--- src/rtl/sqc_pkg.sv ---
// Package for the SARSA chain Q-update block: field widths, transfer structs,
// register indexes, reset values and the controller state type.
// Depends on nothing; imported by the Q-update block, its checker and its testbench.
`default_nettype none

package sqc_pkg;

    localparam int DEFAULT_CHAIN_LENGTH = 5;

    localparam int Q_W       = 24;
    localparam int FRAC_W    = 16;
    localparam int THR_W     = 17;
    localparam int REWARD_W  = 8;
    localparam int DRAW_W    = 16;
    localparam int STATE_OUT_W = 3;
    localparam int CFG_IDX_W = 3;
    localparam int CFG_DATA_W = 17;

    localparam logic [THR_W-1:0]          RST_THRESHOLD = 17'd65536;
    localparam logic [FRAC_W-1:0]         RST_LEARN     = 16'd58982;
    localparam logic [FRAC_W-1:0]         RST_DISCOUNT  = 16'd58982;
    localparam logic signed [REWARD_W-1:0] RST_END_RWD  = 8'sd10;
    localparam logic signed [REWARD_W-1:0] RST_FWD_RWD  = 8'sd0;
    localparam logic signed [REWARD_W-1:0] RST_RET_RWD  = 8'sd2;

    localparam logic ACT_A = 1'b0;
    localparam logic ACT_B = 1'b1;

    typedef enum logic [CFG_IDX_W-1:0] {
        CFG_THRESHOLD = 3'd0,
        CFG_LEARN     = 3'd1,
        CFG_DISCOUNT  = 3'd2,
        CFG_END_RWD   = 3'd3,
        CFG_FWD_RWD   = 3'd4,
        CFG_RET_RWD   = 3'd5
    } t_cfg_idx;

    typedef struct packed {
        logic [DRAW_W-1:0] explore_draw;
        logic              random_action;
        logic              tie_pick;
    } t_cmd;

    typedef struct packed {
        logic [STATE_OUT_W-1:0]       from_state;
        logic                         taken_action;
        logic signed [REWARD_W-1:0]   step_reward;
        logic [STATE_OUT_W-1:0]       to_state;
        logic                         chosen_next;
        logic signed [Q_W-1:0]        updated_value;
    } t_result;

    typedef enum logic [2:0] {
        ST_CLEAR,
        ST_IDLE,
        ST_READ,
        ST_MUL1,
        ST_DIFF,
        ST_MUL2,
        ST_WB
    } t_state;

endpackage

`default_nettype wire

--- src/rtl/sqc_ram.sv ---
// Generic single-clock RAM with one write port and one registered read port.
// Depends on nothing.
`default_nettype none

module sqc_ram #(
    parameter int WIDTH = 48,
    parameter int DEPTH = 5
) (
    input  wire logic                                  i_clk,
    input  wire logic                                  i_we,
    input  wire logic [(DEPTH > 1 ? $clog2(DEPTH) : 1)-1:0] i_waddr,
    input  wire logic [WIDTH-1:0]                      i_wdata,
    input  wire logic [(DEPTH > 1 ? $clog2(DEPTH) : 1)-1:0] i_raddr,
    output logic      [WIDTH-1:0]                      o_rdata
);

    logic [WIDTH-1:0] r_mem [DEPTH];
    logic [WIDTH-1:0] r_rdata;

    always_ff @(posedge i_clk) begin
        if (i_we) begin
            r_mem[i_waddr] <= i_wdata;
        end
        r_rdata <= r_mem[i_raddr];
    end

    assign o_rdata = r_rdata;

endmodule

`default_nettype wire

--- src/rtl/sarsa_chain_q_update.sv ---
// Sequencing: a new step is taken only in the idle state, after the last write-back; the
// two table row reads, two multiplies and the write-back of the shared row memory are
// done in sequence for each step, and the result strobe follows the write-back.
// Reset: synchronous, active low; afterwards a clearing pass zeroes every table row
// in turn while busy is high. The receiver cannot stall results.
`default_nettype none

module sarsa_chain_q_update #(
    parameter int CHAIN_LENGTH = sqc_pkg::DEFAULT_CHAIN_LENGTH
) (
    input  wire logic                               i_clk,
    input  wire logic                               i_rst_n,
    input  wire logic                               start,
    output logic                                    busy,
    input  wire sqc_pkg::t_cmd                      i_cmd,
    output logic                                    o_done,
    output sqc_pkg::t_result                        o_result,
    input  wire logic                               i_cfg_we,
    input  wire logic [sqc_pkg::CFG_IDX_W-1:0]      i_cfg_idx,
    input  wire logic [sqc_pkg::CFG_DATA_W-1:0]     i_cfg_wdata
);
    import sqc_pkg::*;

    localparam int SW    = $clog2(CHAIN_LENGTH);
    localparam int ROW_W = 2 * Q_W;
    localparam int P1_W  = FRAC_W + 1 + Q_W;
    localparam int D_W   = Q_W + 2;
    localparam int P2_W  = FRAC_W + 1 + D_W;
    localparam int NQ_W  = Q_W + 4;
    localparam logic [SW-1:0] LAST = SW'(CHAIN_LENGTH - 1);

    // Configuration registers.
    logic [THR_W-1:0]           r_thr;
    logic [FRAC_W-1:0]          r_learn;
    logic [FRAC_W-1:0]          r_discount;
    logic signed [REWARD_W-1:0] r_end_rwd;
    logic signed [REWARD_W-1:0] r_fwd_rwd;
    logic signed [REWARD_W-1:0] r_ret_rwd;

    always_ff @(posedge i_clk) begin
        if (!i_rst_n) begin
            r_thr      <= RST_THRESHOLD;
            r_learn    <= RST_LEARN;
            r_discount <= RST_DISCOUNT;
            r_end_rwd  <= RST_END_RWD;
            r_fwd_rwd  <= RST_FWD_RWD;
            r_ret_rwd  <= RST_RET_RWD;
        end else if (i_cfg_we) begin
            unique case (i_cfg_idx)
                CFG_THRESHOLD: r_thr      <= i_cfg_wdata;
                CFG_LEARN:     r_learn    <= i_cfg_wdata[FRAC_W-1:0];
                CFG_DISCOUNT:  r_discount <= i_cfg_wdata[FRAC_W-1:0];
                CFG_END_RWD:   r_end_rwd  <= i_cfg_wdata[REWARD_W-1:0];
                CFG_FWD_RWD:   r_fwd_rwd  <= i_cfg_wdata[REWARD_W-1:0];
                CFG_RET_RWD:   r_ret_rwd  <= i_cfg_wdata[REWARD_W-1:0];
                default: ;
            endcase
        end
    end

    // Controller and persistent learner state.
    t_state          r_fsm, n_fsm;
    logic [SW-1:0]   r_state;
    logic            r_action;
    logic [SW-1:0]   r_clr_idx;
    logic            r_done;
    t_result         r_result, n_result;

    // Per-step working registers.
    logic [SW-1:0]              r_s, r_ns;
    logic                       r_a, r_na;
    logic signed [REWARD_W-1:0] r_r;
    t_cmd                       r_cmd;
    logic [ROW_W-1:0]           r_row_s;
    logic signed [P1_W-1:0]     r_prod1;
    logic signed [D_W-1:0]      r_d;
    logic signed [P2_W-1:0]     r_prod2;

    // Row memory: bits [Q_W-1:0] hold action A, the upper half action B.
    logic              ram_we;
    logic [SW-1:0]     ram_waddr;
    logic [ROW_W-1:0]  ram_wdata;
    logic [SW-1:0]     ram_raddr;
    logic [ROW_W-1:0]  ram_rdata;

    sqc_ram #(
        .WIDTH (ROW_W),
        .DEPTH (CHAIN_LENGTH)
    ) u_table (
        .i_clk   (i_clk),
        .i_we    (ram_we),
        .i_waddr (ram_waddr),
        .i_wdata (ram_wdata),
        .i_raddr (ram_raddr),
        .o_rdata (ram_rdata)
    );

    logic accept;
    assign accept = start && !busy;

    // Transition of the present state.
    logic [SW-1:0]              step_ns;
    logic signed [REWARD_W-1:0] step_r;

    always_comb begin
        if (r_action == ACT_A) begin
            if (r_state == LAST) begin
                step_ns = r_state;
                step_r  = r_end_rwd;
            end else begin
                step_ns = SW'(r_state + 1'b1);
                step_r  = r_fwd_rwd;
            end
        end else begin
            step_ns = '0;
            step_r  = r_ret_rwd;
        end
    end

    // Epsilon-greedy choice in the reached state and the discounted product.
    logic signed [Q_W-1:0] nq_a, nq_b, qn_sel;
    logic                  explore, na_sel;

    always_comb begin
        nq_a    = ram_rdata[Q_W-1:0];
        nq_b    = ram_rdata[ROW_W-1:Q_W];
        explore = {1'b0, r_cmd.explore_draw} < r_thr;
        if (explore) begin
            na_sel = r_cmd.random_action;
        end else if (nq_a > nq_b) begin
            na_sel = ACT_A;
        end else if (nq_b > nq_a) begin
            na_sel = ACT_B;
        end else begin
            na_sel = r_cmd.tie_pick;
        end
        qn_sel = (na_sel == ACT_B) ? nq_b : nq_a;
    end

    // Temporal difference: r*4096 + round(gamma*Q') - Q.
    logic signed [Q_W-1:0]   q_old;
    logic signed [P1_W-1:0]  p1_rnd;
    logic signed [D_W-1:0]   d_calc;

    always_comb begin
        q_old  = (r_a == ACT_B) ? r_row_s[ROW_W-1:Q_W] : r_row_s[Q_W-1:0];
        p1_rnd = r_prod1 + P1_W'(32768);
        d_calc = $signed({{(D_W-REWARD_W-12){r_r[REWARD_W-1]}}, r_r, 12'b0})
               + $signed({p1_rnd[P1_W-1], p1_rnd[P1_W-1:FRAC_W]})
               - $signed({{(D_W-Q_W){q_old[Q_W-1]}}, q_old});
    end

    // Update and saturation.
    logic signed [P2_W-1:0] p2_rnd;
    logic signed [NQ_W-1:0] nq_wide;
    logic signed [Q_W-1:0]  nq_sat;

    always_comb begin
        p2_rnd  = r_prod2 + P2_W'(32768);
        nq_wide = $signed({{(NQ_W-Q_W){q_old[Q_W-1]}}, q_old})
                + $signed({p2_rnd[P2_W-1], p2_rnd[P2_W-1:FRAC_W]});
        if (nq_wide[NQ_W-1:Q_W-1] == '0 || nq_wide[NQ_W-1:Q_W-1] == '1) begin
            nq_sat = nq_wide[Q_W-1:0];
        end else if (nq_wide[NQ_W-1]) begin
            nq_sat = {1'b1, {(Q_W-1){1'b0}}};
        end else begin
            nq_sat = {1'b0, {(Q_W-1){1'b1}}};
        end
    end

    // Next state.
    always_comb begin
        n_fsm = r_fsm;
        unique case (r_fsm)
            ST_CLEAR: if (r_clr_idx == LAST) n_fsm = ST_IDLE;
            ST_IDLE:  if (start) n_fsm = ST_READ;
            ST_READ:  n_fsm = ST_MUL1;
            ST_MUL1:  n_fsm = ST_DIFF;
            ST_DIFF:  n_fsm = ST_MUL2;
            ST_MUL2:  n_fsm = ST_WB;
            ST_WB:    n_fsm = ST_IDLE;
            default:  n_fsm = ST_CLEAR;
        endcase
    end

    // Outputs of the controller.
    always_comb begin
        busy      = 1'b1;
        ram_we    = 1'b0;
        ram_waddr = r_s;
        ram_wdata = r_row_s;
        ram_raddr = r_state;
        unique case (r_fsm)
            ST_CLEAR: begin
                ram_we    = 1'b1;
                ram_waddr = r_clr_idx;
                ram_wdata = '0;
            end
            ST_IDLE: begin
                busy = 1'b0;
            end
            ST_READ: begin
                ram_raddr = r_ns;
            end
            ST_WB: begin
                ram_we = 1'b1;
                if (r_a == ACT_B) begin
                    ram_wdata = {nq_sat, r_row_s[Q_W-1:0]};
                end else begin
                    ram_wdata = {r_row_s[ROW_W-1:Q_W], nq_sat};
                end
            end
            default: ;
        endcase
    end

    always_comb begin
        n_result               = r_result;
        n_result.from_state    = STATE_OUT_W'(r_s);
        n_result.taken_action  = r_a;
        n_result.step_reward   = r_r;
        n_result.to_state      = STATE_OUT_W'(r_ns);
        n_result.chosen_next   = r_na;
        n_result.updated_value = nq_sat;
    end

    always_ff @(posedge i_clk) begin
        if (!i_rst_n) begin
            r_fsm     <= ST_CLEAR;
            r_state   <= '0;
            r_action  <= ACT_A;
            r_clr_idx <= '0;
            r_done    <= 1'b0;
        end else begin
            r_fsm  <= n_fsm;
            r_done <= (r_fsm == ST_WB);
            if (r_fsm == ST_CLEAR) begin
                r_clr_idx <= SW'(r_clr_idx + 1'b1);
            end
            if (r_fsm == ST_WB) begin
                r_state  <= r_ns;
                r_action <= r_na;
            end
        end
    end

    always_ff @(posedge i_clk) begin
        if (accept) begin
            r_s   <= r_state;
            r_a   <= r_action;
            r_ns  <= step_ns;
            r_r   <= step_r;
            r_cmd <= i_cmd;
        end
        if (r_fsm == ST_READ) begin
            r_row_s <= ram_rdata;
        end
        if (r_fsm == ST_MUL1) begin
            r_na    <= na_sel;
            r_prod1 <= $signed({1'b0, r_discount}) * qn_sel;
        end
        if (r_fsm == ST_DIFF) begin
            r_d <= d_calc;
        end
        if (r_fsm == ST_MUL2) begin
            r_prod2 <= $signed({1'b0, r_learn}) * r_d;
        end
        if (r_fsm == ST_WB) begin
            r_result <= n_result;
        end
    end

    assign o_done   = r_done;
    assign o_result = r_result;

    a_done_after_wb: assert property (@(posedge i_clk) disable iff (!i_rst_n)
        o_done |-> ($past(r_fsm) == ST_WB && !busy))
        else $error("Result strobe without a preceding write-back.");

    a_accept_starts_read: assert property (@(posedge i_clk) disable iff (!i_rst_n)
        accept |=> r_fsm == ST_READ)
        else $error("Accepted transfer did not start a table read.");

    a_state_follows_result: assert property (@(posedge i_clk) disable iff (!i_rst_n)
        o_done |-> (o_result.to_state == STATE_OUT_W'(r_state)
                    && o_result.chosen_next == r_action))
        else $error("Learner state disagrees with the delivered result.");

    a_no_result_in_clear: assert property (@(posedge i_clk) disable iff (!i_rst_n)
        r_fsm == ST_CLEAR |-> !o_done)
        else $error("Result strobe during the clearing pass.");

endmodule

`default_nettype wire

--- config.mk ---
export PLATFORM = sky130hd
export DESIGN_NAME = sarsa_chain_q_update
export DESIGN_NICKNAME = d
export VERILOG_FILES = /design/src/rtl/sqc_pkg.sv /design/src/rtl/sqc_ram.sv /design/src/rtl/sarsa_chain_q_update.sv
export SDC_FILE = /design/constraint.sdc
export NUM_CORES = 2
export LEC_CHECK = 0
export BUFFER_PORTS_ARGS = -buffer_cell sky130_fd_sc_hd__buf_2
export CORE_ASPECT_RATIO = 0.8
export CORE_UTILIZATION = 42
export DETAILED_ROUTE_END_ITERATION = 16
export HOLD_SLACK_MARGIN = 0.1
export SLEW_MARGIN = 20
export SYNTH_ARGS = -nofsm -noshare
export SYNTH_HDL_FRONTEND = slang
export SYNTH_SLANG_ARGS = --single-unit
--- constraint.sdc ---
create_clock -name i_clk -period 22.3 [get_ports i_clk]
set_input_delay 1.115 -clock i_clk [delete_from_list [all_inputs] [get_ports i_clk]]
set_output_delay 1.115 -clock i_clk [all_outputs]
set_load 0.02 [all_outputs]
==> impl_results.rst <==
.. list-table::
   :header-rows: 1

   * - Metric
     - Value
   * - Minimum clock period
     - slightly below 10,000 ps
   * - Total Nets Final
     - approximately 6.1k
   * - Type of the worst setup path
     - reg2reg
   * - Final worst setup slack
     - approximately 12,000 ps
   * - Count of buffers inserted at the top-level ports
     - 83
   * - EDFF count, synth
     - around 440
   * - Post-route setup TNS
     - 0 ps
   * - Instance count of the mapped netlist
     - approximately 5k
   * - Avg Vias per Cell
     - roughly 5.3
   * - Total length of routed wires
     - 140,000 um
   * - Count of warnings emitted by yosys
     - 0
   * - Proportion of synthesized chip area in sequential cells
     - 0.299
   * - Period Utilization, post-route
     - 0.444
   * - Final HPWL DP
     - roughly 110,000 um
   * - Reg clk slew, reported paths
     - 60 ps
   * - Cell repeated most along the worst path
     - fa_1
   * - Start of the worst register-to-register path
     - r_thr[1]
   * - Area post-placement
     - roughly 0.055 mm2
   * - Initial DRC count
     - roughly 2.7k
   * - Class of the most critical hold timing path
     - reg2reg
   * - Post-CTS setup buffer count
     - 0
   * - CTS tree
     - yes
   * - Worst min-delay path endpoint
     - u_table.o_rdata[39]
   * - Post-synthesis area per instance
     - about 11 um2
   * - Number of cells traversed by the worst register-to-register path
     - 32
   * - Initial antenna violation count
     - 5
   * - Syn nets
     - a little over 6k
   * - Number of levels in the clock H-tree
     - 2
   * - Required time of the worst setup path
     - 22,670 ps
   * - Wire length of the first global-routing pass
     - 218,000 um
   * - Reg2Reg Setup Slack
     - 12,400 ps
   * - Root buffer selected by CTS
     - clkbuf_16
   * - Normalized max-slew margin
     - 0.220
   * - First-pass iteration count of the detailed router
     - 5
   * - Area of the core
     - approximately 0.13 mm2
   * - Slew of the pin with the lowest slew margin
     - ~1200 ps
   * - Placer's final routability congestion estimate
     - just over 0.9
   * - Critical-path cell with the highest stage delay
     - mux2i_4
   * - Average wire per cell in the routed design
     - between 20 and 25 um
   * - Crit Reg-Reg Endpoint
     - r_prod1[40]
   * - Vias in the first global route
     - roughly 36k
   * - Critical Path Start Type
     - flop
   * - Max-cap viol count
     - 0
   * - Largest delay share family, worst path
     - adder cells
   * - Total standard cell area after synthesis
     - approximately 0.053 mm2
   * - Placement row count
     - between 100 and 150
   * - Max Transition Viols Final
     - 0
   * - Outcome
     - finished clean
   * - Seq cells post-synth
     - ~570
   * - Skew final
     - about 42 ps
   * - Pre-CTS setup slack
     - ~12,000 ps
   * - Yosys cell types
     - between 70 and 80
   * - Data arrival, critical path
     - around 10,000 ps
   * - Element type at the critical path end
     - flop
   * - Hold path depth
     - 1
   * - Area of the die
     - about 0.13 mm2
   * - Maximum fanout encountered on the critical timing path
     - 25
   * - Ports
     - 84
   * - Maximum cell stage delay along the critical path
     - around 950 ps
   * - GRT Total Usage
     - 0.224
   * - Y dimension of the die
     - 320 um
   * - Worst setup path start
     - r_thr[1]
   * - Post-detailed-route count of antenna-violating nets
     - 0
   * - Number of hold-repair buffers added at the cts stage
     - 0
   * - Clock sinks
     - 574
   * - Maximum buffer depth of the clock tree
     - 3
   * - Ys flop type
     - edfxtp_1
   * - Number of endpoints with negative hold slack in the final report
     - 0
   * - Final setup violation count
     - 0
   * - Clock buffer count from CTS
     - 58
   * - Floorplan die width
     - between 300 and 400 um
   * - Leftover overflow at the end of global routing
     - 0
   * - RSZ-0062 raised after global routing
     - false
   * - Count of buffering cells on the critical path with inverters included
     - 5
   * - Fraction of synthesis flops using an asynchronous set or reset pin
     - 0
   * - Final instance area
     - ~0.057 mm2
   * - Total vias in the final route
     - roughly 35k
   * - Post-synthesis to final-layout area growth
     - 7.74%
   * - Fraction of layout cells with a size suffix above 1
     - 0.0811
   * - Initial Utilization
     - 0.424
   * - Post-cts gate resize count
     - 0
   * - Utilization after layout
     - 0.457
   * - Largest net degree at the start of global routing
     - 85
   * - Clock insertion delay at the later pin of the skew report
     - roughly 650 ps
   * - Count of unresolved DRC violations after routing
     - 0
   * - Highest Clock Rate
     - approximately 100 MHz
   * - HP Start
     - u_table.r_mem[4][39]
per-stage QoR:
step	cells	hold slack [ps]
final	6676	445
after global routing	6672	482
after global placement	6562	439
after detailed placement	6562	446
after floorplan	4974	406
after CTS	6672	454
cell usage after synthesis (10+ instances only):
library cell  count  area [um2]
a21boi_0         59         443
a21o_1           42         315
a21oi_1          91         455
a221o_1          36         360
and2_1          340        2130
and3_1           29         181
buf_1            10        37.5
buf_2            10        50.1
clkbuf_1        178         668
dfxtp_1         132        2640
edfxtp_1        442       13300
fa_1            793       15900
ha_1            310        3880
inv_1           987        3700
mux2_2           94        1060
mux2i_1          13         130
mux4_2           48        1080
nand2_1         721        2710
nand2b_1         15        93.8
nand3_1          60         300
nand4_1          29         181
nor2_1           94         353
nor2b_1          32         200
nor3_1           34         170
o21a_1           34         255
o21ai_0          79         395
o21bai_1         13        97.6
xnor2_1         104         911
xor2_1           48         420
cell families (layout without fill, tap and decap cells):
family | count (synthesis) | after routing | share of synthesized area
xor gates and xnor gates | 152 | 152 | 0.0250
muxes | 155 | 155 | 0.0427
other | 0 | 4 | 0
buffers and inverters | 1187 | 1233 | 0.0841
and+or+nand+nor | 1389 | 1389 | 0.124
DFF | 574 | 574 | 0.299
AOI/OAI and AO/OA | 414 | 414 | 0.0539
adders and majority gates | 1103 | 1103 | 0.371
registers in the layout, summed over array words and instances, names as in the netlist, 16 cells and up:
signal and flops:
u_table.r_mem 240, u_table.o_rdata 48, r_prod1 26, r_prod2 28, r_discount 16, r_learn 16
r_row_s 48, r_cmd 18, r_thr 17, o_result 40, r_d 26
routing by layer:
layer / track usage / wire [um]
met4: 0.0478 / 2780
met3: 0.0444 / 12000
met2: 0.334 / 60900
met5: 0 / 0
met1: 0.337 / 64400
layout by cell type, fill, tap and decap left out, types with 15 or more instances in the layout:
| cell | n |
|---|---|
| dfxtp_1 | 132 |
| nor2_1 | 91 |
| xor2_1 | 48 |
| nor3_1 | 34 |
| buf_2 | 83 |
| xnor2_1 | 104 |
| and3_1 | 28 |
| nand3_1 | 60 |
| edfxtp_1 | 442 |
| nand2_1 | 721 |
| ha_1 | 310 |
| a21o_1 | 42 |
| clkbuf_16 | 59 |
| o21a_1 | 34 |
| and2_1 | 340 |
| mux4_2 | 48 |
| buf_4 | 52 |
| a221o_1 | 36 |
| inv_1 | 987 |
| o21ai_0 | 79 |
| nand4_1 | 29 |
| clkinv_2 | 15 |
| mux2_2 | 94 |
| fa_1 | 793 |
| nor2b_1 | 30 |
| nand2b_1 | 15 |
| a21oi_1 | 86 |
| a21boi_0 | 59 |
area by class of cell:
type                            instances  area, um2
Timing Repair Buffer                  135        806
Multi-Input combinational cell       3213      32900
Tap cell                             1652       2070
Fill cell                           11800      68100
Antenna cell                            4       10.0
Inverter                              988       3710
Clock buffer                           78       1630
Sequential cell                       574      15900
Clock inverter                         32        238
worst max-delay path by stage:
| stage | endpoint | slack (ps) | cells after the start |
|---|---|---|---|
| floorplan | r_prod1[40] | 14020 | 30 |
| global route | r_prod1[40] | 11910 | 32 |
| CTS | r_prod1[40] | 12390 | 32 |
| global placement | r_prod1[40] | 12450 | 32 |
| finish | r_prod1[40] | 12400 | 32 |
| detailed placement | r_prod1[40] | 12430 | 32 |
Power is not shown: default switching activity piles up to over one toggle a cycle in this logic, so the estimate is an artifact.
